[src/hdl/bba_pkg.sv]
// Shared types and constants for the buddy block allocator.
package bba_pkg;

  // Heap geometry. The heap is in kilobytes, and node 1 is the whole heap.
  localparam int TOTAL_SIZE = 1024;
  localparam int MIN_SIZE   = 16;
  localparam int TREE_DEPTH = $clog2(TOTAL_SIZE / MIN_SIZE);
  localparam int NODE_COUNT = 2 * (TOTAL_SIZE / MIN_SIZE);
  localparam int NODE_W     = $clog2(NODE_COUNT);
  localparam int LVL_W      = $clog2(TREE_DEPTH + 1);

  // Fixed field widths of the command and result words.
  localparam int REQ_W   = 16;
  localparam int BLOCK_W = 7;

  // Commands.
  typedef enum logic {
    CMD_ALLOC = 1'b0,
    CMD_FREE  = 1'b1
  } cmd_e;

  // Result status codes.
  typedef enum logic [1:0] {
    STAT_OK        = 2'd0,
    STAT_TOO_LARGE = 2'd1,
    STAT_NO_SPACE  = 2'd2,
    STAT_NOT_USED  = 2'd3
  } status_e;

  // State of one tree node.
  typedef enum logic [1:0] {
    NODE_ABSENT = 2'd0,
    NODE_FREE   = 2'd1,
    NODE_SPLIT  = 2'd2,
    NODE_USED   = 2'd3
  } node_e;

  // Sequencer states.
  typedef enum logic [3:0] {
    S_IDLE,
    S_A_RD,
    S_A_EVAL,
    S_A_BACK,
    S_A_SPLIT,
    S_A_RSIB,
    S_F_RD,
    S_F_EVAL,
    S_F_BUD_RD,
    S_F_BUD_EVAL,
    S_F_CLR
  } fsm_e;

  // Command word.
  typedef struct packed {
    logic               command;
    logic [REQ_W-1:0]   request_size;
    logic [BLOCK_W-1:0] block_to_free;
  } cmd_t;

  // Result word.
  typedef struct packed {
    logic [BLOCK_W-1:0] block_number;
    status_e            status;
  } res_t;

  // Access request to the node store.
  typedef struct packed {
    logic              re;
    logic [NODE_W-1:0] raddr;
    logic              we;
    logic [NODE_W-1:0] waddr;
    node_e             wdata;
  } mem_req_t;

  // Tree level (0 is the root) of the smallest block that holds the request.
  // The request is assumed to be no larger than the heap.
  function automatic logic [LVL_W-1:0] want_level(logic [REQ_W-1:0] req);
    logic [LVL_W-1:0] lvl;
    lvl = '0;
    for (int i = 0; i <= TREE_DEPTH; i++) begin
      if (32'(req) <= (TOTAL_SIZE >> i)) begin
        lvl = LVL_W'(i);
      end
    end
    return lvl;
  endfunction

endpackage

[src/hdl/bba_node_store.sv]
// Node state memory: one write and one registered read per cycle.
// Entries that were never written since reset read as the reset tree
// (root free, every other node absent), tracked by one valid bit per entry.
module bba_node_store (
  input  logic              clk_i,
  input  logic              rst_ni,
  input  bba_pkg::mem_req_t req_i,
  output bba_pkg::node_e    rd_data_o
);

  bba_pkg::node_e                   mem_q [bba_pkg::NODE_COUNT];
  logic [bba_pkg::NODE_COUNT-1:0]   valid_q;
  bba_pkg::node_e                   rdata_q;
  logic                             rd_valid_q;
  logic                             rd_root_q;

  // Valid bits: cleared by reset, set on the first write of an entry.
  always_ff @(posedge clk_i or negedge rst_ni) begin
    if (!rst_ni) begin
      valid_q <= '0;
    end else if (req_i.we) begin
      valid_q[req_i.waddr] <= 1'b1;
    end
  end

  // Storage array and registered read port.
  always_ff @(posedge clk_i) begin
    if (req_i.we) begin
      mem_q[req_i.waddr] <= req_i.wdata;
    end
    if (req_i.re) begin
      rdata_q    <= mem_q[req_i.raddr];
      rd_valid_q <= valid_q[req_i.raddr];
      rd_root_q  <= (req_i.raddr == bba_pkg::NODE_W'(1));
    end
  end

  // Entries not yet written give their reset value.
  always_comb begin
    if (rd_valid_q) begin
      rd_data_o = rdata_q;
    end else if (rd_root_q) begin
      rd_data_o = bba_pkg::NODE_FREE;
    end else begin
      rd_data_o = bba_pkg::NODE_ABSENT;
    end
  end

endmodule

[src/hdl/buddy_block_allocator_unit.sv]
// Channel   | Ports                      | Handshake
// ----------+----------------------------+------------------------------------
// command   | start, busy, cmd_i         | taken when start is high, busy low
// result    | done_o, result_o           | one cycle, marked by done_o
//
// One command word is worked at a time; busy stays high until its result is out,
// and the receiver cannot stall. Too large requests and frees of block 0 are answered
// from idle, without raising busy. Allocate walks the tree depth-first, stepping back
// past used or absent nodes and splitting a larger free block down to the wanted level.
// Free checks that the block is in use, then merges it with free buddies up the tree.
// After reset the tree is a single free root; there is no clearing pass.
module buddy_block_allocator_unit (
  input  logic            clk_i,
  input  logic            rst_ni,
  input  logic            start,
  output logic            busy,
  input  bba_pkg::cmd_t   cmd_i,
  output logic            done_o,
  output bba_pkg::res_t   result_o
);

  localparam int NW = bba_pkg::NODE_W;
  localparam int LW = bba_pkg::LVL_W;

  bba_pkg::fsm_e     state_q, state_d;
  logic [NW-1:0]     node_q, node_d;
  logic [LW-1:0]     depth_q, depth_d;
  logic [LW-1:0]     lvl_q, lvl_d;
  logic              done_q, done_d;
  bba_pkg::res_t     res_q, res_d;
  bba_pkg::mem_req_t mem_req;
  bba_pkg::node_e    rd_data;
  logic [NW-1:0]     left_child;
  logic [NW-1:0]     right_child;
  logic [NW-1:0]     buddy;
  logic              at_level;

  // Node state memory.
  bba_node_store u_store (
    .clk_i     (clk_i),
    .rst_ni    (rst_ni),
    .req_i     (mem_req),
    .rd_data_o (rd_data)
  );

  // Tree navigation helpers.
  assign left_child  = {node_q[NW-2:0], 1'b0};
  assign right_child = {node_q[NW-2:0], 1'b1};
  assign buddy       = node_q ^ NW'(1);
  assign at_level    = (depth_q == lvl_q);

  // Next state, memory accesses and result.
  always_comb begin
    state_d         = state_q;
    node_d          = node_q;
    depth_d         = depth_q;
    lvl_d           = lvl_q;
    done_d          = 1'b0;
    res_d           = res_q;
    mem_req.re      = 1'b0;
    mem_req.raddr   = node_q;
    mem_req.we      = 1'b0;
    mem_req.waddr   = node_q;
    mem_req.wdata   = bba_pkg::NODE_ABSENT;

    unique case (state_q)
      bba_pkg::S_IDLE: begin
        if (start) begin
          if (cmd_i.command == bba_pkg::CMD_ALLOC) begin
            if (32'(cmd_i.request_size) > bba_pkg::TOTAL_SIZE) begin
              done_d             = 1'b1;
              res_d.block_number = '0;
              res_d.status       = bba_pkg::STAT_TOO_LARGE;
            end else begin
              lvl_d   = bba_pkg::want_level(cmd_i.request_size);
              node_d  = NW'(1);
              depth_d = '0;
              state_d = bba_pkg::S_A_RD;
            end
          end else begin
            if (cmd_i.block_to_free == '0) begin
              done_d             = 1'b1;
              res_d.block_number = '0;
              res_d.status       = bba_pkg::STAT_NOT_USED;
            end else begin
              node_d  = NW'(cmd_i.block_to_free);
              state_d = bba_pkg::S_F_RD;
            end
          end
        end
      end

      // Allocate: read the current node of the depth-first walk.
      bba_pkg::S_A_RD: begin
        mem_req.re = 1'b1;
        state_d    = bba_pkg::S_A_EVAL;
      end

      bba_pkg::S_A_EVAL: begin
        if (rd_data == bba_pkg::NODE_ABSENT || rd_data == bba_pkg::NODE_USED) begin
          state_d = bba_pkg::S_A_BACK;
        end else if (at_level) begin
          if (rd_data == bba_pkg::NODE_FREE) begin
            mem_req.we         = 1'b1;
            mem_req.wdata      = bba_pkg::NODE_USED;
            done_d             = 1'b1;
            res_d.block_number = bba_pkg::BLOCK_W'(node_q);
            res_d.status       = bba_pkg::STAT_OK;
            state_d            = bba_pkg::S_IDLE;
          end else begin
            state_d = bba_pkg::S_A_BACK;
          end
        end else if (rd_data == bba_pkg::NODE_SPLIT) begin
          node_d  = left_child;
          depth_d = depth_q + LW'(1);
          state_d = bba_pkg::S_A_RD;
        end else begin
          state_d = bba_pkg::S_A_SPLIT;
        end
      end

      // Step back: to the right sibling, or up past finished right children.
      bba_pkg::S_A_BACK: begin
        if (node_q == NW'(1)) begin
          done_d             = 1'b1;
          res_d.block_number = '0;
          res_d.status       = bba_pkg::STAT_NO_SPACE;
          state_d            = bba_pkg::S_IDLE;
        end else if (!node_q[0]) begin
          node_d  = node_q + NW'(1);
          state_d = bba_pkg::S_A_RD;
        end else begin
          node_d  = node_q >> 1;
          depth_d = depth_q - LW'(1);
        end
      end

      // Free block found above the wanted level: split down its left edge.
      bba_pkg::S_A_SPLIT: begin
        mem_req.we = 1'b1;
        if (at_level) begin
          mem_req.wdata      = bba_pkg::NODE_USED;
          done_d             = 1'b1;
          res_d.block_number = bba_pkg::BLOCK_W'(node_q);
          res_d.status       = bba_pkg::STAT_OK;
          state_d            = bba_pkg::S_IDLE;
        end else begin
          mem_req.wdata = bba_pkg::NODE_SPLIT;
          state_d       = bba_pkg::S_A_RSIB;
        end
      end

      bba_pkg::S_A_RSIB: begin
        mem_req.we    = 1'b1;
        mem_req.waddr = right_child;
        mem_req.wdata = bba_pkg::NODE_FREE;
        node_d        = left_child;
        depth_d       = depth_q + LW'(1);
        state_d       = bba_pkg::S_A_SPLIT;
      end

      // Free: check that the block is in use.
      bba_pkg::S_F_RD: begin
        mem_req.re = 1'b1;
        state_d    = bba_pkg::S_F_EVAL;
      end

      bba_pkg::S_F_EVAL: begin
        if (rd_data != bba_pkg::NODE_USED) begin
          done_d             = 1'b1;
          res_d.block_number = '0;
          res_d.status       = bba_pkg::STAT_NOT_USED;
          state_d            = bba_pkg::S_IDLE;
        end else begin
          state_d = bba_pkg::S_F_BUD_RD;
        end
      end

      // Merge loop: look at the buddy of the current block.
      bba_pkg::S_F_BUD_RD: begin
        if (node_q == NW'(1)) begin
          mem_req.we         = 1'b1;
          mem_req.wdata      = bba_pkg::NODE_FREE;
          done_d             = 1'b1;
          res_d.block_number = '0;
          res_d.status       = bba_pkg::STAT_OK;
          state_d            = bba_pkg::S_IDLE;
        end else begin
          mem_req.re    = 1'b1;
          mem_req.raddr = buddy;
          state_d       = bba_pkg::S_F_BUD_EVAL;
        end
      end

      bba_pkg::S_F_BUD_EVAL: begin
        mem_req.we = 1'b1;
        if (rd_data == bba_pkg::NODE_FREE) begin
          mem_req.waddr = buddy;
          mem_req.wdata = bba_pkg::NODE_ABSENT;
          state_d       = bba_pkg::S_F_CLR;
        end else begin
          mem_req.wdata      = bba_pkg::NODE_FREE;
          done_d             = 1'b1;
          res_d.block_number = '0;
          res_d.status       = bba_pkg::STAT_OK;
          state_d            = bba_pkg::S_IDLE;
        end
      end

      // Both halves gone; continue with the parent.
      bba_pkg::S_F_CLR: begin
        mem_req.we    = 1'b1;
        mem_req.wdata = bba_pkg::NODE_ABSENT;
        node_d        = node_q >> 1;
        state_d       = bba_pkg::S_F_BUD_RD;
      end

      default: begin
        state_d = bba_pkg::S_IDLE;
      end
    endcase
  end

  // Control registers.
  always_ff @(posedge clk_i or negedge rst_ni) begin
    if (!rst_ni) begin
      state_q <= bba_pkg::S_IDLE;
      node_q  <= '0;
      depth_q <= '0;
      lvl_q   <= '0;
      done_q  <= 1'b0;
    end else begin
      state_q <= state_d;
      node_q  <= node_d;
      depth_q <= depth_d;
      lvl_q   <= lvl_d;
      done_q  <= done_d;
    end
  end

  // Result word register.
  always_ff @(posedge clk_i) begin
    res_q <= res_d;
  end

  assign busy     = (state_q != bba_pkg::S_IDLE);
  assign done_o   = done_q;
  assign result_o = res_q;

endmodule

[config.mk]
export PLATFORM = sky130hd
export DESIGN_NAME = buddy_block_allocator_unit
export DESIGN_NICKNAME = d
export VERILOG_FILES = /design/src/hdl/bba_pkg.sv /design/src/hdl/bba_node_store.sv /design/src/hdl/buddy_block_allocator_unit.sv
export SDC_FILE = /design/constraint.sdc
export NUM_CORES = 1
export LEC_CHECK = 0
export BUFFER_PORTS_ARGS = -buffer_cell sky130_fd_sc_hd__buf_4
export CORE_AREA = 2 2 205 207
export CTS_BUF_LIST = sky130_fd_sc_hd__clkbuf_16
export DETAILED_ROUTE_END_ITERATION = 16
export DIE_AREA = 0 0 207 209
export PLACE_DENSITY = 0.61
export SETUP_SLACK_MARGIN = 0.05
export SLEW_MARGIN = 20
export SYNTH_ARGS = -nofsm -noshare
export SYNTH_HDL_FRONTEND = slang
export SYNTH_SLANG_ARGS = --single-unit
export TNS_END_PERCENT = 1
[constraint.sdc]
create_clock -name clk_i -period 5.25 [get_ports clk_i]
set_input_delay 0.2625 -clock clk_i [delete_from_list [all_inputs] [get_ports clk_i]]
set_output_delay 0.2625 -clock clk_i [all_outputs]
set_load 0.01 [all_outputs]
# Yosys cells after proc, flatten, opt, wreduce, memory -nomap -nowiden
# Memory sizes are Yosys's and may differ from the RTL's. A register that Yosys moved wholly into a read port is not among the register bits.
# Index checks and enable logic that the tools add are counted.
word_totals:
  n_memories: 1
  word_cells: 168
  rom_bits: 0
  mem_bits_rw: 256
  latch_bits: 0
  regBits: 157
  in_bits: 27
mem_list:
  columns: ["name", "words", "word_bits", "read_ports", "rd_ports_with_merged_regs", "write_ports", "line", "source"]
  rows:
  - ["u_store.mem_q", 128, 2, 1, 1, 1, "bba_node_store.sv:11", "bba_pkg::node_e mem_q [bba_pkg::NODE_COUNT];"]
op_classes:
  muxes: 86
  reduce_logical: 17
  n_mul: 0
  n_bitwise: 4
  n_div: 0
  shifts: 0
  addsub: 3
  n_eq_ne: 37
  magnitude_cmp: 10
ops:
  columns: ["op", "n"]
  rows:
  - ["bitwise OR 128 bit", 1]
  - ["2-to-1 mux 9 bit", 12]
  - ["2-to-1 mux 7 bit", 10]
  - ["one-hot mux 9 bit (7 select lines)", 1]
  - ["2-to-1 mux 3 bit", 15]
  - ["2-to-1 mux 4 bit", 11]
  - ["one-hot mux 4 bit (11 select lines)", 1]
  - ["one-hot mux 7 bit (5 select lines)", 1]
  - ["!= test 2 bit (second input constant)", 16]
  - ["2-to-1 mux 1 bit", 21]
  - ["equality test 4 x 3 -> 1 bit (second input constant)", 4]
  - ["greater-than comparator 16 x 11 -> 1 bit (second input constant)", 1]
  - ["<= comparator 16 x 10 -> 1 bit (second input constant)", 1]
  - ["<= comparator 16 x 5 -> 1 bit (second input constant)", 1]
  - ["<= comparator 16 x 6 -> 1 bit (second input constant)", 1]
  - ["<= comparator 16 x 7 -> 1 bit (second input constant)", 1]
  - ["<= comparator 16 x 8 -> 1 bit (second input constant)", 1]
  - ["<= comparator 16 x 9 -> 1 bit (second input constant)", 1]
  - ["< comparator 7 x 8 -> 1 bit (second input constant)", 2]
  - ["!= test 3 bit (second input constant)", 5]
  - ["equality test 7 x 1 -> 1 bit (second input constant)", 2]
  - ["one-hot mux 7 bit (2 select lines)", 1]
  - ["equality test 4 bit (second input constant)", 3]
  - ["one-hot mux 3 bit (4 select lines)", 1]
  - ["32 further kinds", 43]

# Depth between registers and ports, before layout
# Gate-level depths: netlist of run 1.
logic_depth:
  word_depth: 10
  depth_mapped: 15
  mapped_depth_nobuf: 12

# Cells and area by module
# Synthesis of run 1 repeated with hierarchy kept, for this count alone.
hier_totals:
  hier_cells: 1243
  area_unflattened_um2: 18163.7
modules_own_cells:
  columns: ["mod", "area_each_um2", "instances", "cells_each", "seq_area_each_um2"]
  rows:
  - ["bba_node_store", 15955.3, 1, 988, 11010.6]
  - ["buddy_block_allocator_unit", 2208.4, 1, 255, 720.7]

# Least setup slack after synthesis of run 1
# OpenSTA, ideal clock, no wires.
synth_path:
  kind: "register -> register"
  startpoint: "register node_q[2]"
  endpoint: "register u_store.rdata_q[1], read port of u_store.mem_q, data pin"
  arrival_ps: 3463
  path_stages_with_launch: 13
  setup_slack_ps: 1516
  setup_ps: 272
  path_cell_list: "dfrtp_1 -> clkbuf_2 -> or3_4 -> nor4_4 -> inv_1 -> ha_1 -> mux2i_1 -> buf_2 -> mux2i_1 -> o22ai_1 -> o41ai_1 -> a32oi_1 -> or4_1"
synth_via:
  elab_chain_len: 3
  elab_cells_between_ends: 4
  classes_between: "eq/ne: 1; mux: 3"
synth_lines:
  columns: ["item", "line", "source"]
  rows:
  - ["start: declaration", "buddy_block_allocator_unit.sv:26", "logic [NW-1:0] node_q, node_d;"]
  - ["start signal: assignment", "buddy_block_allocator_unit.sv:234", "node_q <= node_d;"]
  - ["equality test 7 x 1 -> 1 bit", "buddy_block_allocator_unit.sv:181", "if (node_q == NW'(1)) begin"]
  - ["2-to-1 mux 8 bit", "buddy_block_allocator_unit.sv:181", null]
  - ["one-hot mux 1 bit (2 select lines) / 2-to-1 mux 7 bit (equally long branches)", "buddy_block_allocator_unit.sv:66", "unique case (state_q)"]
  - ["end: declaration", "bba_node_store.sv:13", "bba_pkg::node_e rdata_q;"]
# Parallel ways exist; a longest one is shown, timed or not.
# A chain may end at the register's enable or synchronous reset.

# Worst setup path in the final report of run 1
layout_path:
  startpoint: "register node_q[0]"
  endpoint: "register u_store.rdata_q[0], read port of u_store.mem_q, data pin"
layout_via:
  elab_chain_len: 3
  elab_cells_between_ends: 5
  classes_between: "eq/ne: 1; mux: 3; bitwise: 1"
layout_lines:
  columns: ["item", "line"]
  rows:
  - ["equality test 7 x 1 -> 1 bit / NOT 1 bit (equally long branches)", null]
  - ["2-to-1 mux 8 bit", "buddy_block_allocator_unit.sv:181"]
  - ["one-hot mux 1 bit (2 select lines) / 2-to-1 mux 7 bit (equally long branches)", "buddy_block_allocator_unit.sv:66"]
# Parallel ways exist; a longest one is shown, timed or not.

==> impl_results.md, run 1 <==
- Cells after Synth: 1632
- Drt first-iter violations: 1417
- Type of the worst min-delay path: in2reg
- Std-Cell Rows: 75
- Adder-cell area share of the yosys netlist: 0.00384
- Final WS setup: 0.771 ns
- Main area contributors after synthesis: edfxtp_1 44%, dfrtp_1 20%, nand2_1 5.8%, or2_2 4.6%, nor2_1 3.2%
- Max H-tree Level: 2
- DP Wirelength: around 33 mm
- Routed WL: approximately 53 mm
- Pre-Repair DR Iteration Count: 6
- Die Span Y: about 210 microns
- Most frequent cell after synthesis: nand2_1
- Placer Congestion: 0.881
- Simple-gate area share of the yosys netlist: 0.204
- Synthesis Warnings: 0
- CTS resizes: 0
- Setup TNS Final: 0 ns
- Asr flop ratio synth: 0.352
- Final hold vios: 0
- I/O Pins: 38
- ANT cells: 0
- Seq/Total Area, Yosys: 0.642
- Post-synth EDFFs: roughly 270
- Largest family of logic cells by synthesized area: simple AND/OR/NAND/NOR gates
- Worst-path fanout max: 96
- Port bufs: 37
- Net Count, Synth: 1664
- CTS sink cnt: approximately 420
- Die X: 207 microns
- Number of vias per cell: about 5.9
- WL/cell: ~24 microns
- Pwr dens: 533 nW/um^2
- Unrepaired setup endpoints after global routing: no
- GR Overflow Total: 0
- CP endpoint kind: register
- Clk_lat worst skew: 0.58 ns
- CP Launch Type: register
- Detail Route Antenna Nets: 0
- Post-synth top area share: 0.442
- Vias in the first global route: ~13k
- Die area: 43300 sq um
- Clock Skew: 0.0173 ns
- MaxCap Viol Count: 0
- Crit path DAT: 4.75 ns
- Core area: 41300 sq um
- Max-slew headroom: 0.239
- Final Critical Period: 4.48 ns
- Largest net degree at the start of global routing: 97
- Syn Area/Cell: 11.2 sq um
- Area Growth Syn to Fin: 12.7%
- Xor and xnor area share after synthesis: 0.00192
- Synth cell types: 64
- Fmax: 223 MHz
- Reg-to-Reg End: u_store.rdata_q[0]
- Worst-Margin Slew: 1.13 ns
- Synth Register Bits: 415
- Nets: 1694
- Reg-to-reg slack, setup: 0.77 ns
- Share of layout cells above drive strength 1: 0.173
- CP endpoint: u_store.rdata_q[0]
- Mux cell area share after synthesis: 0.0321
- Dpl ws: 0.849 ns
- Crit Path Category: reg2reg
- Clock tree buffer depth: 3
- Initial antenna violation count: 0
- Synth Area in Compound Gates: 0.0897
- Vias: 13.2k
- Clock-pin slew on the worst setup and hold paths: 0.06 ns
- Initial Util: 0.442
- Crit path from: node_q[0]
- Status: finished, final reports clean
- Max Slew Vio Count: 0
- Post-Synthesis Cell Area: 18300 sq um
- Path depth of the worst reg2reg path: 12
- Gr usage total: 0.244
- P_leak: 0.00812 uW
- Global-route wire length before repair: ~81 mm
- Primary FF master, synth: edfxtp_1
- CTS Buf Count: 44
- Final setup fails: 0
- Critical Path RT: about 5.5 ns
- Reg2reg start: node_q[0]
- Final worst path period share: 0.853
- Root Buffer: clkbuf_16
- CTS tree: yes
- Drt drc: 0
- Commonest cells post-synth: 280 x nand2_1, 269 x edfxtp_1, 157 x nor2_1, 146 x dfrtp_1, 134 x or2_2
- Area leader, netlist: edfxtp_1
- Peak supply drop: 0.000342 V
## registers in the layout, summed over array words and instances, names as in the netlist
name and cells:
done_o 1, node_q 7, u_store.valid_q 128, result_o 9, u_store.rd_valid_q 1, u_store.rdata_q 2
depth_q 3, u_store.mem_q 256, state_q 4, u_store.rd_root_q 1, lvl_q 3
## routing by layer
metal  up-vias  GRT usage  share of wire
met5         -          0              0
met4         0     0.0879          0.034
met3       111     0.0479          0.076
met2       560      0.378           0.46
met1      6552      0.344           0.43
li1       5940          -              -
## cells in the final DEF (no fill, tap or decap), types with 5 or more instances in the layout
cell type and count:
a32oi_1 16, clkbuf_16 45, nor3_1 39, o211ai_1 5, nor2b_1 11, clkinv_2 12, o22ai_1 27, nand4_1 16
o41ai_1 9, a22oi_1 10, nand2_1 279, edfxtp_1 269, a31oi_1 17, a211oi_1 5, a21o_1 6, inv_1 26
o21ai_0 43, nor2_1 156, or4_1 5, nand2b_1 9, or3_1 9, nor4_1 22, mux2i_1 52, nand3_1 73
a21oi_1 70, clkinv_1 8, buf_4 77, and2_1 10, or2_2 134, and3_1 6, dfrtp_1 145, a221oi_1 5
## area by class of cell
cell class              instances  area [sq um]
flip-flops and latches        415         11700
well taps                     539           674
fillers                      3700         20700
multi-input cells            1101          6090
clock buffers                  45          1130
clock inverters                36           191
inverters                      14          52.6
repair buffers                 86           709
## what timing repair did
item	in CTS	in global routing
endpoints found under the hold margin	69	0
setup buffers	0	0
hold buffers	4	0
## through the flow
step	utilization	std cells	hold WS, ns	cell area, sq um	power (uW)
detailed placement	0.465	2151	0.363	19200	8060
CTS	0.498	2236	0.0312	20600	10900
global route	0.498	2236	0.0479	20600	11400
global placement	0.465	2151	0.350	19200	8030
finish	0.498	2236	0.0469	20600	11000
floorplan	-	1632	-0.0331	18300	6660
## worst min-delay path by stage
stage                     slack (ns)      start          to  cells after the start
after floorplan                -0.03     rst_ni  depth_q[0]                      0
after global placement          0.35     rst_ni      done_o                      1
after detailed placement        0.36     rst_ni      done_o                      1
after CTS                       0.03   cmd_i[6]   node_q[6]                      3
after global routing            0.05   cmd_i[6]   node_q[6]                      3
final                           0.05  cmd_i[17]    lvl_q[1]                      4
## cells by family (layout without fill, tap and decap cells)
family                   after synthesis  count (layout)
AO/OA/AOI/OAI                        252             252
XOR/XNOR                               4               4
adder cells (fa/ha/maj)                5               5
buffers and inverters                116             181
flip-flops                           415             415
multiplexers                          57              57
AND/OR/NAND/NOR                      783             783
## critical path, stage by stage, from the launching register on
cell and delay (ns):
dfrtp_1 0.65, clkinv_1 0.23, nor4_4 0.41, inv_1 0.15
ha_1 0.41, mux2i_4 0.25, buf_12 0.41, mux2i_1 0.27
o21ai_0 0.09, nor4_1 0.48, o21ai_0 0.38, a32oi_1 0.29
a221oi_1 0.08
## where the power goes
| part | leakage [uW] | switching, uW | internal (uW) |
|---|---|---|---|
| combinational | 0.00290 | 2680 | 1140 |
| clock | 0.000709 | 1300 | 1600 |
| sequential | 0.00451 | 165 | 4070 |
Power figures use the tool's default switching activity.
==> run 2: changes to the inputs <==
--- a/config.mk
+++ b/config.mk
@@ -10,7 +10,7 @@
 export CTS_BUF_LIST = sky130_fd_sc_hd__clkbuf_16
 export DETAILED_ROUTE_END_ITERATION = 16
 export DIE_AREA = 0 0 207 209
-export PLACE_DENSITY = 0.61
+export PLACE_DENSITY = 0.63
 export SETUP_SLACK_MARGIN = 0.05
 export SLEW_MARGIN = 20
 export SYNTH_ARGS = -nofsm -noshare
==> constraint.sdc (replaced) <==
create_clock -name clk_i -period 3.7 [get_ports clk_i]
set_input_delay 0.185 -clock clk_i [delete_from_list [all_inputs] [get_ports clk_i]]
set_output_delay 0.185 -clock clk_i [all_outputs]
set_load 0.01 [all_outputs]
==> run 2 against run 1 <==
Effect of this change:
- via count is 2.8% higher
- power grew 48%
- clock power up 41%
- cell count up 2.8%
- register-to-register slack got worse by 0.62 ns
- combinational power rose by 61%
- critical path type unchanged
- critical endpoint unchanged
- global-route usage grew 0.23 points
- sequential share of layout area shrank 2.1 points
- worst hold slack got worse by 0.015 ns
- design area up 3.8%
- fmax rose by 26%
- clock-buffer cell count up 1
==> impl_results.md, run 2 (synthesis gave the netlist of run 1 again) <==
- Status: finished, final reports clean
- Setup TNS Final: 0 ns (unchanged)
- Type of the worst min-delay path: in2reg
- Final Cell Area: 21400 sq um (+3.8%)
- Fmax: 282 MHz (+26%)
- Final hold vios: 0 (unchanged)
- CTS tree: yes
- Die Span Y: 209 microns (unchanged)
- Pwr dens: 760 nW/um^2 (+43%)
- CP endpoint kind: register
- Critical Path RT: 3.99 ns (-1.53 ns)
- Final Critical Period: 3.55 ns (-0.927 ns)
- P_leak: 0.00850 uW (+4.7%)
- Global-route wire length before repair: 81.9 mm (+1.2%)
- Max reg flops: 256 (unchanged)
- Gr usage total: 0.247 (+0.00232)
- Family with the most delay on the worst path: simple AND/OR/NAND/NOR gates
- CP Launch Type: register
- Share of layout cells above drive strength 1: 0.207 (+0.0337)
- Core area: 41300 sq um (unchanged)
- Vias in the first global route: 13.7k (+5.3%)
- Unrepaired setup endpoints after global routing: yes
- Die area: 43300 sq um (unchanged)
- Final worst path period share: 0.960 (+0.107)
- CTS Buf Count: 44 (unchanged)
- Slowest CP cell: nor4_1
- Port bufs: 37 (unchanged)
- Drt first-iter violations: 1412 (-0.35%)
- Die X: 207 microns (unchanged)
- CTS sink cnt: 415 (unchanged)
- Met3 wire len: 4.04 mm (about the same)
- Clock tree buffer depth: 3 (unchanged)
- Worst-Margin Slew: 1.03 ns (-0.0989 ns)
- Placed standard-cell area: 19700 sq um (+2.7%)
- Drt drc: 0 (unchanged)
- Cell internal pwr: 10300 uW (+51%)
- WP depth: 12 (unchanged)
- Final setup fails: 0 (unchanged)
- Highest layer used for signal routing: met4
- Nets: 1761 (+4.0%)
- Sequential power share: 0.368 (-0.019)
- WL/cell: 23.3 microns (-1.9%)
- Pre-Repair DR Iteration Count: 6 (unchanged)
- Hold path depth: 3 (-1)
- Crit path DAT: 3.84 ns (-0.91 ns)
- M1 WL: 22.0 mm (-4.3%)
- Number of vias per cell: 5.89 (about the same)
- Routed WL: 53.4 mm (+0.85%)
- Switching share of power: 0.368 (-0.0101)
- Crit Path Category: reg2reg
- Max-slew headroom: 0.312 (+0.0739)
- Path depth of the worst reg2reg path: 12 (unchanged)
- Max stage delay on crit path: 0.44 ns (-0.21 ns)
- Detail Route Antenna Nets: 0 (unchanged)
- Std-Cell Rows: 75 (unchanged)
- Met2 WL: 25.5 mm (+5.7%)
- Initial Util: 0.442 (unchanged)
- Largest net degree at the start of global routing: 92 (-5.2%)
- Max Slew Vio Count: 0 (unchanged)
- Placer Congestion: 0.911 (+3.5%)
- GR Overflow Total: 0 (unchanged)
- Most frequent cells in the layout: 279 x nand2_1, 269 x edfxtp_1, 156 x nor2_1
- Worst-path fanout max: 20 (-79%)
- Vias: 13.5k (+2.8%)
- Clk_lat worst skew: 0.57 ns (about the same)
- Biggest register: u_store.mem_q
- Clock-pin slew on the worst setup and hold paths: 0.06 ns (about the same)
- Pwr Total: 16200 uW (+48%)
- I/O Pins: 38 (unchanged)
- Switch Pwr: 5970 uW (+44%)
- Commonest non-fill, non-tap cell in the layout: nand2_1
- Initial antenna violation count: 0 (unchanged)
- Root Buffer: clkbuf_16
- ANT cells: 0 (unchanged)
- Dpl ws: -0.0755 ns (-0.925 ns)
- Logic gate share of total power: 0.380 (+0.032)
- Max H-tree Level: 2 (unchanged)
- Critical Path, Cell by Cell: or3_4 > nor4_4 > inv_2 > ha_4 > mux2i_4 > buf_12 > buf_4 > mux2i_1 > o22ai_1 > nor4_1 > a21o_1 > a221oi_2
- Clock Skew: 0.0108 ns (-0.00646 ns)
- Crit path buf inv count: 3 (unchanged)
- MaxCap Viol Count: 0 (unchanged)
- Area Growth Syn to Fin: 16.9%
- DP Wirelength: 34.3 mm (+5.3%)
- Final WS setup: 0.148 ns (-0.623 ns)
- Clock power frac: 0.252 (-0.013)
- Hold_ws: 0.0316 ns (-0.0152 ns)
- Peak supply drop: 0.000474 V (+39%)
run 2: changes by cell type in the layout (fill, tap and decap cells not counted), sizes merged:
cell,change
buf,+60
clkbuf,+1
clkinvlp,+2
dlygate4sd3,+7
clkinv,-4
inv,-4
run 2: final timing paths:
path / start / end / slack [ns]
worst max-delay path: node_q[1] / u_store.rdata_q[0] / 0.15
worst min-delay path: cmd_i[23] / state_q[2] / 0.03
worst max register to register: node_q[1] / u_store.rdata_q[0] / 0.15
worst min register to register: u_store.valid_q[110] / u_store.valid_q[110] / 0.47
max in group asynchronous: rst_ni / u_store.valid_q[63] / 2.56
min in group asynchronous: rst_ni / done_o / 0.29
run 2: power groups by stage:
| stage | clock network [uW] | registers [uW] | logic, uW |
|---|---|---|---|
| final | 4100 | 5970 | 6160 |
| after global routing | 4310 | 6010 | 6590 |
| after CTS | 4140 | 5970 | 6030 |
| after detailed placement | 0 | 6050 | 5840 |
| after global placement | 0 | 6050 | 5800 |
| after floorplan | 0 | 6090 | 3380 |
run 2: cell type report:
class	instances	area, sq um
fill	3629	19900
clock buffer	46	1150
clock inverter	30	169
sequential	415	11700
timing repair buffer	153	1400
inverter	14	52.6
multi-input combinational	1101	6180
tap	539	674
run 2: per-layer routing:
metal / vias to the layer above / GRT usage
li1: 6060 / -
met3: 131 / 0.0451
met4: 0 / 0.0966
met5: - / 0
met2: 594 / 0.406
met1: 6742 / 0.325
run 2: per-stage QoR:
step / utilization / cells
after floorplan: - / 1632
after global placement: 0.478 / 2204
after detailed placement: 0.478 / 2204
after CTS: 0.515 / 2296
after global routing: 0.517 / 2298
final: 0.517 / 2298
run 2: worst register-to-register path, cell delays in order, from the launching register on:
cell and delay (ns):
dfrtp_1 0.38, or3_4 0.41, nor4_4 0.26, inv_2 0.09, ha_4 0.24, mux2i_4 0.25, buf_12 0.22, buf_4 0.32
mux2i_1 0.23, o22ai_1 0.15, nor4_1 0.45, a21o_1 0.21, a221oi_2 0.07
run 2: what timing repair did:
action	4_1_cts	5_1_grt
endpoints found under the setup margin	3	3
hold buffers	11	0
gates cloned	1	0
hold endpoints to repair	97	0
resized for setup	5	13
buffers inserted	4	2
pin swaps	3	6
